`src/rtl/fps_pkg.sv`:
```
// Shared types and constants for the Fitch parsimony site combiner.
// No dependencies; used by every module in rtl/.
package fps_pkg;

	localparam int CODE_W     = 5;
	localparam int GAP_IDX    = 4;
	localparam int WEIGHT_W   = 16;
	localparam int COST_W     = 32;
	localparam int CFG_IDX_W  = 2;
	localparam int CFG_DATA_W = 32;

	typedef logic [CODE_W-1:0]     code_t;
	typedef logic [WEIGHT_W-1:0]   weight_t;
	typedef logic [COST_W-1:0]     cost_t;
	typedef logic [CFG_IDX_W-1:0]  cfg_idx_t;
	typedef logic [CFG_DATA_W-1:0] cfg_data_t;

	// Register indexes on the configuration port
	localparam cfg_idx_t REG_GAP_RUN_MERGE = cfg_idx_t'(0);
	localparam cfg_idx_t REG_GAP_STRIP     = cfg_idx_t'(1);

	typedef struct packed {
		logic gap_run_merge;
		logic gap_strip;
	} cfg_t;

	// Gap history carried from one site to the next
	typedef struct packed {
		logic prev_left_gap;
		logic prev_right_gap;
		logic prev_parent_gap;
		logic have_prev_site;
	} gap_hist_t;

	typedef struct packed {
		code_t parent_code;
		logic  site_mutation;
		cost_t total_cost;
		logic  is_last;
	} site_res_t;

endpackage

```
`src/rtl/fitch_parsimony_site_combine.sv`:
```
// Top level of the Fitch parsimony site combiner: input register, per-site
// logic, result register. Depends on fps_pkg, fps_cfg_regs, fps_site_eval.
//
//   channel | handshake            | payload
//   --------+----------------------+------------------------------------------
//   cfg     | cfg_valid/cfg_ready  | cfg_index, cfg_data
//   in      | in_valid/in_ready    | left_code, right_code, site_weight, last_site
//   out     | out_valid/out_ready  | parent_code, site_mutation, total_cost, is_last
//
// One site per cycle while out_ready is high; a site goes through the input
// register, then the result register (per-site logic, 32-bit saturating add).
// The cost and gap history update when a site moves into the result register.
// Reset clears both registers' valid bits, the history and the config.
// While out_ready is low the result holds and one more site can wait in the
// input register; cfg_ready is always high.
module fitch_parsimony_site_combine (
	input  logic               clk,
	input  logic               arst_n,
	input  logic               cfg_valid,
	output logic               cfg_ready,
	input  fps_pkg::cfg_idx_t  cfg_index,
	input  fps_pkg::cfg_data_t cfg_data,
	input  logic               in_valid,
	output logic               in_ready,
	input  fps_pkg::code_t     left_code,
	input  fps_pkg::code_t     right_code,
	input  fps_pkg::weight_t   site_weight,
	input  logic               last_site,
	output logic               out_valid,
	input  logic               out_ready,
	output fps_pkg::code_t     parent_code,
	output logic               site_mutation,
	output fps_pkg::cost_t     total_cost,
	output logic               is_last
);
	import fps_pkg::*;

	cfg_t      cfg;
	logic      valid_s1;
	code_t     left_s1;
	code_t     right_s1;
	weight_t   weight_s1;
	logic      last_s1;
	logic      valid_s2;
	site_res_t res_s2;
	gap_hist_t hist_q;
	cost_t     cost_q;
	site_res_t res;
	gap_hist_t hist_nxt;
	cost_t     cost_nxt;
	logic      advance;
	logic      in_xfer;

	fps_cfg_regs u_cfg (
		.clk       (clk),
		.arst_n    (arst_n),
		.cfg_valid (cfg_valid),
		.cfg_ready (cfg_ready),
		.cfg_index (cfg_index),
		.cfg_data  (cfg_data),
		.cfg       (cfg)
	);

	fps_site_eval u_eval (
		.left_code   (left_s1),
		.right_code  (right_s1),
		.site_weight (weight_s1),
		.last_site   (last_s1),
		.cfg         (cfg),
		.hist        (hist_q),
		.cost        (cost_q),
		.res         (res),
		.hist_nxt    (hist_nxt),
		.cost_nxt    (cost_nxt)
	);

	assign advance  = !valid_s2 || out_ready;
	assign in_ready = !valid_s1 || advance;
	assign in_xfer  = in_valid && in_ready;

	always_ff @(posedge clk or negedge arst_n) begin
		if (!arst_n) begin
			valid_s1 <= 1'b0;
		end else if (in_xfer) begin
			valid_s1 <= 1'b1;
		end else if (advance) begin
			valid_s1 <= 1'b0;
		end
	end

	always_ff @(posedge clk) begin
		if (in_xfer) begin
			left_s1   <= left_code;
			right_s1  <= right_code;
			weight_s1 <= site_weight;
			last_s1   <= last_site;
		end
	end

	always_ff @(posedge clk or negedge arst_n) begin
		if (!arst_n) begin
			valid_s2 <= 1'b0;
			hist_q   <= '0;
			cost_q   <= '0;
		end else if (advance) begin
			valid_s2 <= valid_s1;
			if (valid_s1) begin
				hist_q <= hist_nxt;
				cost_q <= cost_nxt;
			end
		end
	end

	always_ff @(posedge clk) begin
		if (advance && valid_s1) begin
			res_s2 <= res;
		end
	end

	assign out_valid     = valid_s2;
	assign parent_code   = res_s2.parent_code;
	assign site_mutation = res_s2.site_mutation;
	assign total_cost    = res_s2.total_cost;
	assign is_last       = res_s2.is_last;

`ifndef SYNTHESIS
	// a last site leaves the running state cleared
	a_clear_after_last: assert property (@(posedge clk) disable iff (!arst_n)
		advance && valid_s1 && last_s1 |=> cost_q == '0 && hist_q == '0)
		else $error("state not cleared after last site");

	// no site since the last clear means no cost
	a_cost_needs_site: assert property (@(posedge clk) disable iff (!arst_n)
		!hist_q.have_prev_site |-> cost_q == '0)
		else $error("cost nonzero with no site seen");

	a_total_only_last: assert property (@(posedge clk) disable iff (!arst_n)
		out_valid && !is_last |-> total_cost == '0)
		else $error("total_cost nonzero on a non-last site");

	// an empty result register must never hold off the input
	a_ready_when_empty: assert property (@(posedge clk) disable iff (!arst_n)
		!valid_s2 |-> in_ready)
		else $error("input stalled with empty result register");
`endif

endmodule

```
`src/rtl/fps_cfg_regs.sv`:
```
// Configuration registers of the site combiner.
// Depends on fps_pkg.
module fps_cfg_regs (
	input  logic              clk,
	input  logic              arst_n,
	input  logic              cfg_valid,
	output logic              cfg_ready,
	input  fps_pkg::cfg_idx_t  cfg_index,
	input  fps_pkg::cfg_data_t cfg_data,
	output fps_pkg::cfg_t      cfg
);
	import fps_pkg::*;

	cfg_t cfg_q;

	assign cfg_ready = 1'b1;
	assign cfg       = cfg_q;

	// Only bit 0 of the data is kept; unknown indexes are dropped.
	always_ff @(posedge clk or negedge arst_n) begin
		if (!arst_n) begin
			cfg_q <= '0;
		end else if (cfg_valid) begin
			if (cfg_index == REG_GAP_RUN_MERGE) begin
				cfg_q.gap_run_merge <= cfg_data[0];
			end else if (cfg_index == REG_GAP_STRIP) begin
				cfg_q.gap_strip <= cfg_data[0];
			end
		end
	end

endmodule

```
`src/rtl/fps_site_eval.sv`:
```
// Per-site Fitch step: parent set, mutation decision, saturating cost add
// and the next gap history. Purely combinational. Depends on fps_pkg.
module fps_site_eval (
	input  fps_pkg::code_t     left_code,
	input  fps_pkg::code_t     right_code,
	input  fps_pkg::weight_t   site_weight,
	input  logic               last_site,
	input  fps_pkg::cfg_t      cfg,
	input  fps_pkg::gap_hist_t hist,
	input  fps_pkg::cost_t     cost,
	output fps_pkg::site_res_t res,
	output fps_pkg::gap_hist_t hist_nxt,
	output fps_pkg::cost_t     cost_nxt
);
	import fps_pkg::*;

	code_t             isect;
	code_t             uni;
	code_t             parent;
	logic              mismatch;
	logic              lg;
	logic              rg;
	logic              skip;
	logic              mut;
	logic [COST_W:0]   sum;
	cost_t             cost_sat;
	cost_t             cost_upd;

	always_comb begin
		isect    = left_code & right_code;
		uni      = left_code | right_code;
		mismatch = (isect == '0);
		lg       = left_code[GAP_IDX];
		rg       = right_code[GAP_IDX];

		// gap run continues on a child that was one-sided gapped last site
		skip = mismatch && cfg.gap_run_merge && uni[GAP_IDX] &&
			hist.have_prev_site && hist.prev_parent_gap &&
			((lg && hist.prev_left_gap) || (rg && hist.prev_right_gap)) &&
			(!hist.prev_left_gap || !hist.prev_right_gap);
		mut = mismatch && !skip;

		parent = mismatch ? uni : isect;
		if (!skip && cfg.gap_strip && parent[GAP_IDX] &&
			(parent[GAP_IDX-1:0] != '0)) begin
			parent[GAP_IDX] = 1'b0;
		end

		sum      = {1'b0, cost} + {{(COST_W+1-WEIGHT_W){1'b0}}, site_weight};
		cost_sat = sum[COST_W] ? '1 : sum[COST_W-1:0];
		cost_upd = mut ? cost_sat : cost;

		res.parent_code   = parent;
		res.site_mutation = mut;
		res.total_cost    = last_site ? cost_upd : '0;
		res.is_last       = last_site;

		if (last_site) begin
			hist_nxt = '0;
			cost_nxt = '0;
		end else begin
			hist_nxt.prev_left_gap   = lg;
			hist_nxt.prev_right_gap  = rg;
			hist_nxt.prev_parent_gap = parent[GAP_IDX];
			hist_nxt.have_prev_site  = 1'b1;
			cost_nxt                 = cost_upd;
		end
	end

endmodule
```
`config.mk`:
```
export PLATFORM = sky130hd
export DESIGN_NAME = fitch_parsimony_site_combine
export DESIGN_NICKNAME = d
export VERILOG_FILES = /design/src/rtl/fps_pkg.sv /design/src/rtl/fitch_parsimony_site_combine.sv /design/src/rtl/fps_cfg_regs.sv /design/src/rtl/fps_site_eval.sv
export SDC_FILE = /design/constraint.sdc
export NUM_CORES = 1
export LEC_CHECK = 0
export BUFFER_PORTS_ARGS = -buffer_cell sky130_fd_sc_hd__buf_2
export CORE_MARGIN = 2
export CORE_UTILIZATION = 50
export DETAILED_ROUTE_END_ITERATION = 8
export GPL_ROUTABILITY_DRIVEN = 0
export PLACE_DENSITY = 0.8
export SETUP_SLACK_MARGIN = 0.3
export SLEW_MARGIN = 30
export SYNTH_ARGS = -nofsm -noshare
export SYNTH_HDL_FRONTEND = slang
export SYNTH_SLANG_ARGS = --single-unit
```
`constraint.sdc`:
```
create_clock -name clk -period 3.4 [get_ports clk]
set_input_delay 0.68 -clock clk [delete_from_list [all_inputs] [get_ports clk]]
set_output_delay 0.68 -clock clk [all_outputs]
set_load 0.02 [all_outputs]
```
# --- Word level (Yosys, flattened, before mapping) ---
# Cells that the tools add are included.
totals:
  register_bits: 106
  latch_bits: 0
  mem_bits_rw: 0
  rom_bits: 0
  input_bits: 66
  out_inout_bits: 42
  wordCells: 60
  memories: 0
op_classes:
  addsub: 1
  n_mul: 0
  n_div: 0
  order_cmp: 0
  eq_ne: 1
  n_shift: 0
  mux: 8
  bitwise: 3
  reduce_logical: 30
ops:
  columns: ["operator", "n"]
  rows:
  - ["two-way mux 32 bit", 3]
  - ["adder 32 x 16 -> 33 bit", 1]
  - ["logical AND 1 bit", 14]
  - ["AND 5 bit", 1]
  - ["logical NOT 1 bit", 5]
  - ["logical NOT 5 bit", 1]
  - ["two-way mux 5 bit", 1]
  - ["bitwise OR 5 bit", 1]
  - ["logical OR 1 bit", 4]
  - ["two-way mux 4 bit", 1]
  - ["AND reduction 2 bit", 2]
  - ["nonzero test 4 bit", 1]
  - ["two-way mux 1 bit", 3]
  - ["AND reduction 3 bit", 1]
  - ["equality test 2 x 1 -> 1 bit, second input constant", 1]
  - ["logical NOT 2 bit", 1]
  - ["nonzero test 2 bit", 1]
  - ["NOT 1 bit", 1]

# --- Depth between registers and ports, before layout ---
# Gate-level depths: netlist (run 1).
depth:
  depth_word: 14
  mapped_depth: 9
  depth_no_buf: 8

# --- By module ---
# A second synthesis (run 1) with hierarchy kept.
hier_totals:
  cells_unflattened: 471
  area_unflattened_um2: 5714.2
by_module_without_submodules:
  columns: ["module", "instances", "cells_per_inst", "area_per_inst_um2", "seq_area_each_um2"]
  rows:
  - ["fitch_parsimony_site_combine", 1, 150, 3535.9, 2932.8]
  - ["fps_site_eval", 1, 313, 2070.7, 0.0]
  - ["fps_cfg_regs", 1, 8, 107.6, 50.0]

# --- Worst setup path after synthesis (run 1) ---
# Ideal clock, no wire load.
synth_timing:
  kind: "input -> register"
  start: "input port out_ready"
  end: "register res_s2, in the netlist is_last, enable pin"
  setup_time_ps: 419
  arrival_time_ps: 2554
  required_time_ps: 2981
  setup_slack_ps: 428
  stages: 5
  n_path_buf: 2
  path_cell_list: "nand2b_1 nand2_1 inv_1 clkbuf_1 clkbuf_1"
synth_between:
  elab_chain_cells: 2
synth_rtl:
  columns: ["element", "line", "text"]
  rows:
  - ["from (decl)", "fitch_parsimony_site_combine.sv:30", "input logic out_ready,"]
  - ["logical OR 1 bit", "fitch_parsimony_site_combine.sv:77", "assign advance = !valid_s2 || out_ready;"]
  - ["logical AND 1 bit", "fitch_parsimony_site_combine.sv:115", "if (advance && valid_s1) begin"]
  - ["to (signal assigned)", "fitch_parsimony_site_combine.sv:116", "res_s2 <= res;"]
  - ["to (decl)", "fitch_parsimony_site_combine.sv:45", "site_res_t res_s2;"]
# Every way passes these cells.
# A chain may end at the register's enable or synchronous reset.

# --- Worst setup path after layout (run 1) ---
layout_timing:
  start: "register cost_q[0]"
  end: "register res_s2, in the netlist total_cost[25], data pin"
layout_between:
  elab_chain_cells: 3
layout_rtl:
  columns: ["element", "line", "text"]
  rows:
  - ["from (decl)", "fitch_parsimony_site_combine.sv:47", "cost_t cost_q;"]
  - ["from (signal assigned)", "fitch_parsimony_site_combine.sv:109", "cost_q <= cost_nxt;"]
  - ["adder 32 x 16 -> 33 bit", "fps_site_eval.sv:49", "sum = {1'b0, cost} + {{(COST_W+1-WEIGHT_W){1'b0}}, site_weight};"]
  - ["two-way mux 32 bit", "fps_site_eval.sv:50", "cost_sat = sum[COST_W] ? '1 : sum[COST_W-1:0];"]
  - ["two-way mux 32 bit", "fps_site_eval.sv:51", "cost_upd = mut ? cost_sat : cost;"]
# Every way passes these cells.

==> impl_results.md, run 1 <==
* Initial Util at 0.513
* H-tree depth at 3
* Fin. max-slew vios at 0
* Post-Route WL at 13,200 um
* Vias per cell at about 6.3
* Net count, final at 665
* Drt wl/cell at between 15 and 20 um
* Post-Syn Area at about 5600 um2
* Area of the multi-input gates at between 2000 and 2500 um2
* Synth Area in Simple Gates at 0.139
* Root buffer cell: clkbuf_8
* Synthesis Warnings at 0
* Cell variety after synth at 76
* CP endpoint: total_cost[25]
* Mean post-synth cell area at 11.1 um2
* DIE AREA at between 10,000 and 15,000 um2
* Peak VDD IR at around 0.29 mV
* I/O pin count at ~110
* Final core occ at 0.589
* Number of antenna violations at the first check in global routing at 0
* Vias in the first global route at 4,346
* Worst setup path start: cost_q[0]
* # hold bufs at CTS at 0
* Worst path required time at 3.54 ns
* Die H at around 110 um
* DR iter-0 viols at between 400 and 500
* Reg area at between 2000 and 3000 um2
* Layout cells sized above 1 at 0.233
* Final clock skew at 0.0214 ns
* Tot GR Track Use at 0.231
* Crit end category: register
* Seq cells post-synth at roughly 110
* Vias after detailed routing at between 4,000 and 5,000
* Kind of critical path: reg2reg
* Fin crit share at 0.884
* Largest family of logic cells by synthesized area: compound AO/OA/AOI/OAI gates
* # rows at 38
* Flop-to-flop setup slack at slightly below 0.4 ns
* Pin count of the biggest net entering global routing at 29
* Clock slew at reported path FFs at 0.11 ns
* Crit Path Max Fanout at 8
* Data arrival, critical path at 3.14 ns
* Power Density at slightly below 500 nW/um2
* Final setup viols at 0
* Syn nets at roughly 590
* Overflow after GRT at 0
* Post-synthesis compound-gate area fraction at 0.220
* Adder-Cell Fraction of Synth Area at 0.0468
* Die width at between 100 and 150 um
* Detailed-router iteration count before antenna repair at 5
* Final hold violation count at 0
* Synth Instances at ~500
* DRC Markers at 0
* Clock sinks at approximately 110
* First-pass GRT wire length at approximately 21,000 um
* Total negative slack at 0 ns
* Pleak at between 2 and 3 nW
* Area grow syn2layout at 14.7%
* Core area at around 11,000 um2
* Clock buffer depth at 2
* Unrepaired setup endpoints after global routing: yes
* Synth async-reset ratio at 0.377
* PortBufs at 75
* Slew headroom at 0.519
* Post-synthesis mux area share at 0.00765
* Post-synth top flop: edfxtp_1
* Reg2Reg Launch Point: cost_q[0]
* Worst setup SP type: register
* ANT nets after route at 0
* Worst-Skew Late Latency at 0.40 ns
* Crit path time final at about 3.0 ns
* R2r worst-path depth at 10
* Dpl hpwl at ~9300 um
* Post-synth EDFFs at 66
* Worst flop-to-flop path endpoint: total_cost[25]
* Fill count at about 900
* Max Cap Viol at 0
* CTS tree: yes
* XOR/XNOR Fraction of Synth Area at 0.0205
* Worst slew pin tran at around 0.71 ns
* Register area share after synthesis at 0.536
* CTS Buf Count at 9
* Status: complete, no violations
* ANT cells at 0
* F_max at 333 MHz
* HP Class: in2async
==> synth_stat cells, types with 11 or more instances <==
| cell | count | area share |
|---|---|---|
| a211oi_1 | 12 | 0.016 |
| a21oi_1 | 51 | 0.046 |
| a31oi_1 | 13 | 0.015 |
| clkbuf_1 | 19 | 0.013 |
| dfrtp_1 | 40 | 0.18 |
| edfxtp_1 | 66 | 0.36 |
| ha_1 | 16 | 0.036 |
| nand2_1 | 35 | 0.024 |
| nand3_1 | 11 | 0.0099 |
| nor2_1 | 26 | 0.018 |
| nor3_1 | 16 | 0.014 |
| o21ai_0 | 29 | 0.026 |
==> per-layer routing <==
metal | vias to the layer above | wire (um) | GRT usage | share of wire
met4 | 0 | 327 | 0.105 | 0.025
met3 | 32 | 978 | 0.0468 | 0.074
met5 | - | 0 | 0 | 0
met1 | 2187 | 5650 | 0.307 | 0.43
li1 | 2134 | - | - | -
met2 | 212 | 6290 | 0.365 | 0.48
==> metrics by stage <==
step / std cells / cell area, um2 / hold slack (ns) / power [mW] / setup slack, ns
after detailed placement: 709 / 6170 / 0.477 / 2.37 / 0.489
final: 727 / 6380 / 0.219 / 3.14 / 0.395
after global routing: 727 / 6380 / 0.227 / 3.27 / 0.259
after global placement: 707 / 6120 / 0.460 / 2.32 / 0.561
after floorplan: 502 / 5560 / 0.384 / 2.13 / 0.428
after CTS: 725 / 6360 / 0.212 / 3.14 / 0.462
==> cells by family after synthesis <==
family,after synthesis
simple gates,142
flops,106
fa+ha+maj,21
mux,4
buf+inv,38
compound gates,177
xor+xnor,13
other cells,1
==> critical path, stage by stage, from the launching register on <==
cell and delay (ns):
dfrtp_1 0.41, ha_1 0.25, fa_1 0.44, a211oi_1 0.26, o21ai_1 0.14, o21bai_1 0.31, buf_4 0.21, a211oi_4 0.10
buf_4 0.21, nor4b_1 0.34, nor3_1 0.07
==> cells in the final DEF, fill, tap and decap left out, drive strengths merged, types with 8 or more instances in the layout <==
| cell | synthesis | routed |
|---|---|---|
| a211oi | 13 | 13 |
| a21o | 10 | 10 |
| a21oi | 52 | 52 |
| a311oi | 9 | 9 |
| a31oi | 13 | 13 |
| a41oi | 8 | 8 |
| buf | 9 | 97 |
| clkbuf | 19 | 10 |
| dfrtp | 40 | 40 |
| edfxtp | 66 | 66 |
| ha | 16 | 16 |
| inv | 10 | 11 |
| nand2 | 35 | 35 |
| nand3 | 12 | 12 |
| nand4 | 8 | 8 |
| nor2 | 26 | 26 |
| nor3 | 17 | 17 |
| o21ai | 31 | 31 |
| xnor2 | 8 | 8 |
==> power by group <==
part           internal [mW]  switching, mW  leakage [nW]  total (mW)
clock network          0.342          0.434        0.0983       0.776
registers               1.50         0.0660          1.18        1.56
logic                  0.283          0.513          1.30       0.796
==> registers in the layout, indices dropped and copies added (netlist names), 2 cells and up <==
register / cells
cost_q: 32
hist_q: 4
left_s1: 5
parent_code: 5
right_s1: 5
total_cost: 32
u_cfg.cfg: 2
weight_s1: 16
==> worst min-delay path by stage <==
| stage | end |
|---|---|
| after floorplan | cost_q[0] |
| after global placement | hist_q[2] |
| after detailed placement | hist_q[2] |
| after CTS | cost_q[17] |
| after global routing | cost_q[25] |
| final | cost_q[18] |
==> timing repair <==
| action | CTS | global route |
|---|---|---|
| resized for setup | 0 | 1 |
| setup endpoints to repair | 0 | 4 |
| setup buffers | 0 | 2 |
==> final cells by class <==
type | instances | share of cell area
flip-flops and latches | 106 | 0.467
clock inverters | 6 | 0.0102
repair buffers | 97 | 0.0898
clock buffers | 10 | 0.0200
well taps | 140 | 0.0275
multi-input cells | 358 | 0.379
inverters | 10 | 0.00588
Note: power is estimated with default switching activity, not from simulation.
==> run 2, diff against run 1 <==
--- a/config.mk
+++ b/config.mk
@@ -5,6 +5,7 @@
 export SDC_FILE = /design/constraint.sdc
 export NUM_CORES = 1
 export LEC_CHECK = 0
+export ABC_AREA = 1
 export BUFFER_PORTS_ARGS = -buffer_cell sky130_fd_sc_hd__buf_2
 export CORE_MARGIN = 2
 export CORE_UTILIZATION = 50
==> impl_results.md, run 2 <==
* Crit path time final at 2.62 ns (-0.385 ns)
* Initial Util at 0.509 (-0.00415)
* Largest area contributor in the netlist: edfxtp_1
* R2r worst-path depth at 11 (+1)
* Syn nets at 831 (+42%)
* # hold bufs at CTS at 0 (unchanged)
* Net count, final at 906 (+36%)
* Post-CTS resize count at 0 (unchanged)
* Detailed-router iteration count before antenna repair at 5 (unchanged)
* Power Density at 542 nW/um2 (+10%)
* Unrepaired setup endpoints after global routing: no
* Vias in the first global route at 4,640 (+6.8%)
* Status: complete, no violations
* HP Class: in2async
* CTS Buf Count at 9 (unchanged)
* PortBufs at 75 (unchanged)
* Kind of critical path: reg2reg
* Fill count at 1,081 (+20%)
* DRC Markers at 0 (unchanged)
* Clock slew at reported path FFs at 0.08 ns (-0.03 ns)
* Setup bufs post-CTS at 0 (unchanged)
* Area of the multi-input gates at 2610 um2 (+7.9%)
* Fin. max-slew vios at 0 (unchanged)
* Fin crit share at 0.771 (-0.113)
* Crit Path Max Fanout at 27 (+19)
* # rows at 40 (+5.3%)
* First-pass GRT wire length at 21,600 um (+1.4%)
* Final clock skew at 0.0118 ns (-0.00964 ns)
* Peak VDD IR at 0.320 mV (+8.9%)
* Post-route cell area at 6910 um2 (+8.2%)
* Mean post-synth cell area at 8.14 um2 (-27%)
* Dpl hpwl at 9040 um (-2.7%)
* Tot GR Track Use at 0.213 (-0.0178)
* DR iter-0 viols at 339 (-20%)
* Data arrival, critical path at 2.75 ns (-0.39 ns)
* Slew headroom at 0.587 (+0.0674)
* Layout cells sized above 1 at 0.167 (-0.0667)
* Core area at 12,000 um2 (+10%)
* Synthesis Warnings at 0 (unchanged)
* H-tree depth at 3 (unchanged)
* CTS tree: yes
* Synth area leaders: edfxtp_1 33%, nand2_1 18%, dfrtp_1 16%
* Vias after detailed routing at 4,933 (+8.1%)
* Reg area at 2980 um2 (unchanged)
* Final hold violation count at 0 (unchanged)
* Post-Layout Cell Count at 975 (+34%)
* Cell variety after synth at 45 (-41%)
* DIE AREA at 13,100 um2 (+9.1%)
* ANT nets after route at 0 (unchanged)
* Placed insts at 959 (+35%)
* Synth top cells by count: 293 x nand2_1, 94 x inv_1, 66 x edfxtp_1
* Vias per cell at 5.06 (-19%)
* Final WS setup at 0.779 ns (+0.385 ns)
* Post-Route WL at 12,700 um (-4.2%)
* Post-synth EDFFs at 66 (unchanged)
* Overflow after GRT at 0 (unchanged)
* Synth async-reset ratio at 0.377 (unchanged)
* Share of the synthesized area in the top cell type at 0.326 (-0.0308)
* Max Cap Viol at 0 (unchanged)
* Cell with the most instances after synthesis: nand2_1
* Post-synth top flop: edfxtp_1
* I/O pin count at 108 (unchanged)
* Clock sinks at 106 (unchanged)
* Dpl cell area at 6580 um2 (+6.8%)
* Worst-Skew Late Latency at 0.37 ns (-0.03 ns)
* Drt wl/cell at 13.0 um (-29%)
* Seq cells post-synth at 106 (unchanged)
* Worst slew pin tran at 0.620 ns (-0.0946 ns)
* Die width at 114 um (+4.4%)
* Synth Instances at 748 (+49%)
* Total negative slack at 0 ns (unchanged)
* Post-Syn Area at 6090 um2 (+9.4%)
* Most frequent cells in the layout: 293 x nand2_1, 94 x inv_1, 74 x buf_2
* Root buffer cell: clkbuf_16
* F_max at 382 MHz (+15%)
* Pleak at 3.52 nW (+36%)
* Final setup viols at 0 (unchanged)
* Worst slack at placement at 0.792 ns (+0.303 ns)
* Worst setup SP type: register
* Power Total at 3.75 mW (+19%)
* Number of antenna violations at the first check in global routing at 0 (unchanged)
* Crit end category: register
* Commonest non-fill, non-tap cell in the layout: nand2_1
* Area grow syn2layout at 13.4%
* Register area share after synthesis at 0.490 (-0.0463)
* Die H at 114 um (+4.4%)
* Clock buffer depth at 2 (unchanged)
* Worst path required time at 3.53 ns (about the same)
* ANT cells at 0 (unchanged)
* Pin count of the biggest net entering global routing at 41 (+41%)
## run 2: through the flow
step	utilization	hold slack [ns]
4_1_cts	0.577	0.306
5_1_grt	0.577	0.331
6_report	0.577	0.296
2_1_floorplan	-	0.384
3_5_place_dp	0.550	0.466
3_3_place_gp	0.550	0.455
## run 2: where the power goes
part	internal (mW)	leakage [nW]	switching, mW
registers	1.55	1.19	0.0801
clock network	0.533	0.155	0.548
logic	0.353	2.18	0.677
total	2.44	3.52	1.31
## run 2: worst paths after layout
| path | from | to | slack (ns) |
|---|---|---|---|
| min in group clk | site_weight[7] | weight_s1[7] | 0.48 |
| hold reg to reg | hist_q[0] | hist_q[0] | 0.48 |
| max in group asynchronous | arst_n | cost_q[9] | 2.72 |
| hold / removal | arst_n | cost_q[2] | 0.30 |
| setup / recovery | cost_q[0] | total_cost[20] | 0.78 |
| setup reg to reg | cost_q[0] | total_cost[20] | 0.78 |
## run 2: kinds of logic after synthesis
| logic type | count (synthesis) | share of synthesized area |
|---|---|---|
| adders and majority gates | 17 | 0.0362 |
| other | 1 | 0.000616 |
| AOI/OAI and AO/OA | 46 | 0.0454 |
| xor gates and xnor gates | 8 | 0.0115 |
| DFF | 106 | 0.490 |
| and+or+nand+nor | 452 | 0.335 |
| buffers and inverters | 118 | 0.0810 |
## run 2: cell type report
cell class	count	area share
Clock inverter	7	0.0140
Tap cell	147	0.0266
Sequential cell	106	0.432
Timing Repair Buffer	82	0.0623
Inverter	100	0.0544
Clock buffer	9	0.0326
Multi-Input combinational cell	524	0.378
## run 2: routing by layer
layer / part of all wire / GRT usage / wire length, um / vias up
met2: 0.46 / 0.335 / 5800 / 146
met5: 0 / 0 / 0 / -
met3: 0.049 / 0.0445 / 623 / 31
li1: - / - / - / 2534
met1: 0.47 / 0.290 / 5910 / 2222
met4: 0.029 / 0.0854 / 364 / 0
## run 2: worst max-delay path, cell delays in order, from the launching register on
cell and delay, ns:
dfrtp_1 0.40, ha_1 0.26, fa_1 0.41, nand2_1 0.10, nand2_1 0.08, and2_4 0.16, a21oi_2 0.19, o21bai_4 0.09
nand3_4 0.33, nand3_1 0.20, nand2_1 0.09, inv_1 0.04
==> run 3, diff against run 2 <==
==> constraint.sdc (replaced) <==
create_clock -name clk -period 2.7 [get_ports clk]
set_input_delay 0.54 -clock clk [delete_from_list [all_inputs] [get_ports clk]]
set_output_delay 0.54 -clock clk [all_outputs]
set_load 0.02 [all_outputs]
==> impl_results.md, run 3 (synthesis results as in run 2) <==
* Clock slew at reported path FFs at 0.08 ns (about the same)
* Die width at 114 um (unchanged)
* # hold bufs at CTS at 0 (unchanged)
* Worst setup SP type: register
* Dpl hpwl at 9420 um (+4.2%)
* Worst flop-to-flop path endpoint: total_cost[23]
* Worst-Skew Late Latency at 0.37 ns (about the same)
* ANT cells at 0 (unchanged)
* Post-Layout Cell Count at 983 (+0.82%)
* Area grow syn2layout at 16.1%
* Status: complete, no violations
* Vias after detailed routing at 5,007 (+1.5%)
* CTS Buf Count at 9 (unchanged)
* Critical-path cell list: ha_2 -> fa_2 -> nand2_2 -> nand2_1 -> and2_4 -> a21oi_4 -> o21bai_4 -> nand3_4 -> buf_12 -> buf_12 -> nand3_4 -> nand2_1 -> inv_1
* Max incr delay on CP at 0.39 ns (-0.02 ns)
* Vias in the first global route at 4,788 (+3.2%)
* Part of the power in registers at 0.436 (about the same)
* Root buffer cell: clkbuf_16
* Final WS setup at 0.379 ns (-0.400 ns)
* Post-Route WL at 13,400 um (+5.6%)
* Total negative slack at 0 ns (unchanged)
* DR iter-0 viols at 394 (+16%)
* Final setup viols at 0 (unchanged)
* Crit Path Max Fanout at 10 (-63%)
* Final Hold Slack at 0.161 ns (-0.135 ns)
* ANT nets after route at 0 (unchanged)
* DIE AREA at 13,100 um2 (unchanged)
* Worst slew pin tran at 0.649 ns (+0.0288 ns)
* Slowest cell on the critical path: dfrtp_1
* Initial Util at 0.509 (unchanged)
* CTS tree: yes
* # rows at 40 (unchanged)
* Most frequent cells in the layout: 291 x nand2_1, 94 x inv_1, 74 x buf_2
* First-pass GRT wire length at 22,300 um (+3.2%)
* Kind of critical path: reg2reg
* I/O pin count at 108 (unchanged)
* DRC Markers at 0 (unchanged)
* Final core occ at 0.591 (+0.0135)
* Core area at 12,000 um2 (unchanged)
* Sw Pwr at 1.65 mW (+26%)
* F_max at 431 MHz (+13%)
* Crit end category: register
* Clock Power Share at 0.280 (-0.009)
* H-tree depth at 3 (unchanged)
* Vias per cell at 5.09 (+0.67%)
* Net count, final at 914 (+0.88%)
* CP Buf/Inv Count at 3 (+2)
* CP delay by family, top: simple AND/OR/NAND/NOR gates
* HP Class: in2async
* Final hold violation count at 0 (unchanged)
* Power Total at 4.74 mW (+26%)
* Reg2Reg Launch Point: cost_q[0]
* Power Density at 670 nW/um2 (+24%)
* Detailed-router iteration count before antenna repair at 5 (unchanged)
* Layout cells sized above 1 at 0.187 (+0.0199)
* Flop-to-flop setup slack at 0.38 ns (-0.40 ns)
* Crit path time final at 2.32 ns (-0.300 ns)
* Drt wl/cell at 13.6 um (+4.8%)
* Pin count of the biggest net entering global routing at 41 (unchanged)
* Die H at 114 um (unchanged)
* Sw frac at 0.348 (about the same)
* Final clock skew at 0.0159 ns (+0.00412 ns)
* PortBufs at 75 (unchanged)
* Worst path required time at 2.83 ns (-0.70 ns)
* Clock buffer depth at 2 (unchanged)
* Unrepaired setup endpoints after global routing: no
* Data arrival, critical path at 2.45 ns (-0.30 ns)
* Max Cap Viol at 0 (unchanged)
* Slew headroom at 0.567 (-0.0192)
* Comb pwr share at 0.284 (+0.009)
* Clock sinks at 106 (unchanged)
* R2r worst-path depth at 13 (+2)
* Post-route cell area at 7070 um2 (+2.3%)
* Worst slack at placement at 0.122 ns (-0.670 ns)
* Tot GR Track Use at 0.218 (+0.00518)
* Placed insts at 961 (+0.21%)
* P_int at 3.09 mW (+26%)
* Number of antenna violations at the first check in global routing at 0 (unchanged)
* Overflow after GRT at 0 (unchanged)
* Fin crit share at 0.860 (+0.0888)
* Pleak at 3.58 nW (+1.8%)
* Fin. max-slew vios at 0 (unchanged)
* Peak VDD IR at 0.421 mV (+32%)
* Commonest non-fill, non-tap cell in the layout: nand2_1
* Dpl cell area at 6610 um2 (+0.38%)
-- run 3: cell count changes in the layout (fill, tap and decap cells not counted), sizes merged --
cell and delta:
buf +6, clkinv -2, clkinvlp +1, inv +1, clkbuf +1, nand2 +1
-- run 3: power by group through the flow --
stage | clock, mW | sequential (mW) | combinational, mW
4_1_cts | 1.36 | 2.06 | 1.31
6_report | 1.33 | 2.06 | 1.35
2_1_floorplan | 0 | 2.18 | 0.874
3_5_place_dp | 0 | 2.09 | 1.30
3_3_place_gp | 0 | 2.09 | 1.27
5_1_grt | 1.41 | 2.09 | 1.52
-- run 3: timing repair --
action / in CTS / in global routing
endpoints found under the setup margin: 27 / 27
cloned: 0 / 2
resized for setup: 3 / 10
setup buffers: 3 / 1
pin swaps: 1 / 2
-- run 3: cell type report --
class                   instances  area (um2)
multi-input cells             525        2680
well taps                     147         184
repair buffers                 89         538
fillers                      1038        4890
clock inverters                 7        80.1
inverters                     100         375
clock buffers                   9         225
flip-flops and latches        106        2980
-- run 3: worst reg2reg max path, stage by stage (launching register included) --
cell	delay, ns
dfrtp_1	0.39
ha_2	0.22
fa_2	0.35
nand2_2	0.09
nand2_1	0.07
and2_4	0.16
a21oi_4	0.15
o21bai_4	0.09
nand3_4	0.13
buf_12	0.13
buf_12	0.13
nand3_4	0.07
nand2_1	0.06
inv_1	0.05
-- run 3: per-layer routing --
| layer | up-vias | share of wire | global-route usage |
|---|---|---|---|
| met5 | - | 0 | 0 |
| met4 | 0 | 0.020 | 0.0772 |
| met3 | 18 | 0.047 | 0.0397 |
| met2 | 131 | 0.47 | 0.360 |
| met1 | 2310 | 0.46 | 0.291 |
| li1 | 2548 | - | - |
-- run 3: how the worst max path moves through the flow --
| stage | start | end | cells after the start |
|---|---|---|---|
| final | cost_q[0] | total_cost[23] | 13 |
| after CTS | cost_q[0] | total_cost[23] | 13 |
| after global placement | cost_q[0] | total_cost[21] | 12 |
| after floorplan | out_ready | is_last | 4 |
| after detailed placement | cost_q[0] | total_cost[23] | 12 |
| after global routing | cost_q[0] | total_cost[15] | 13 |
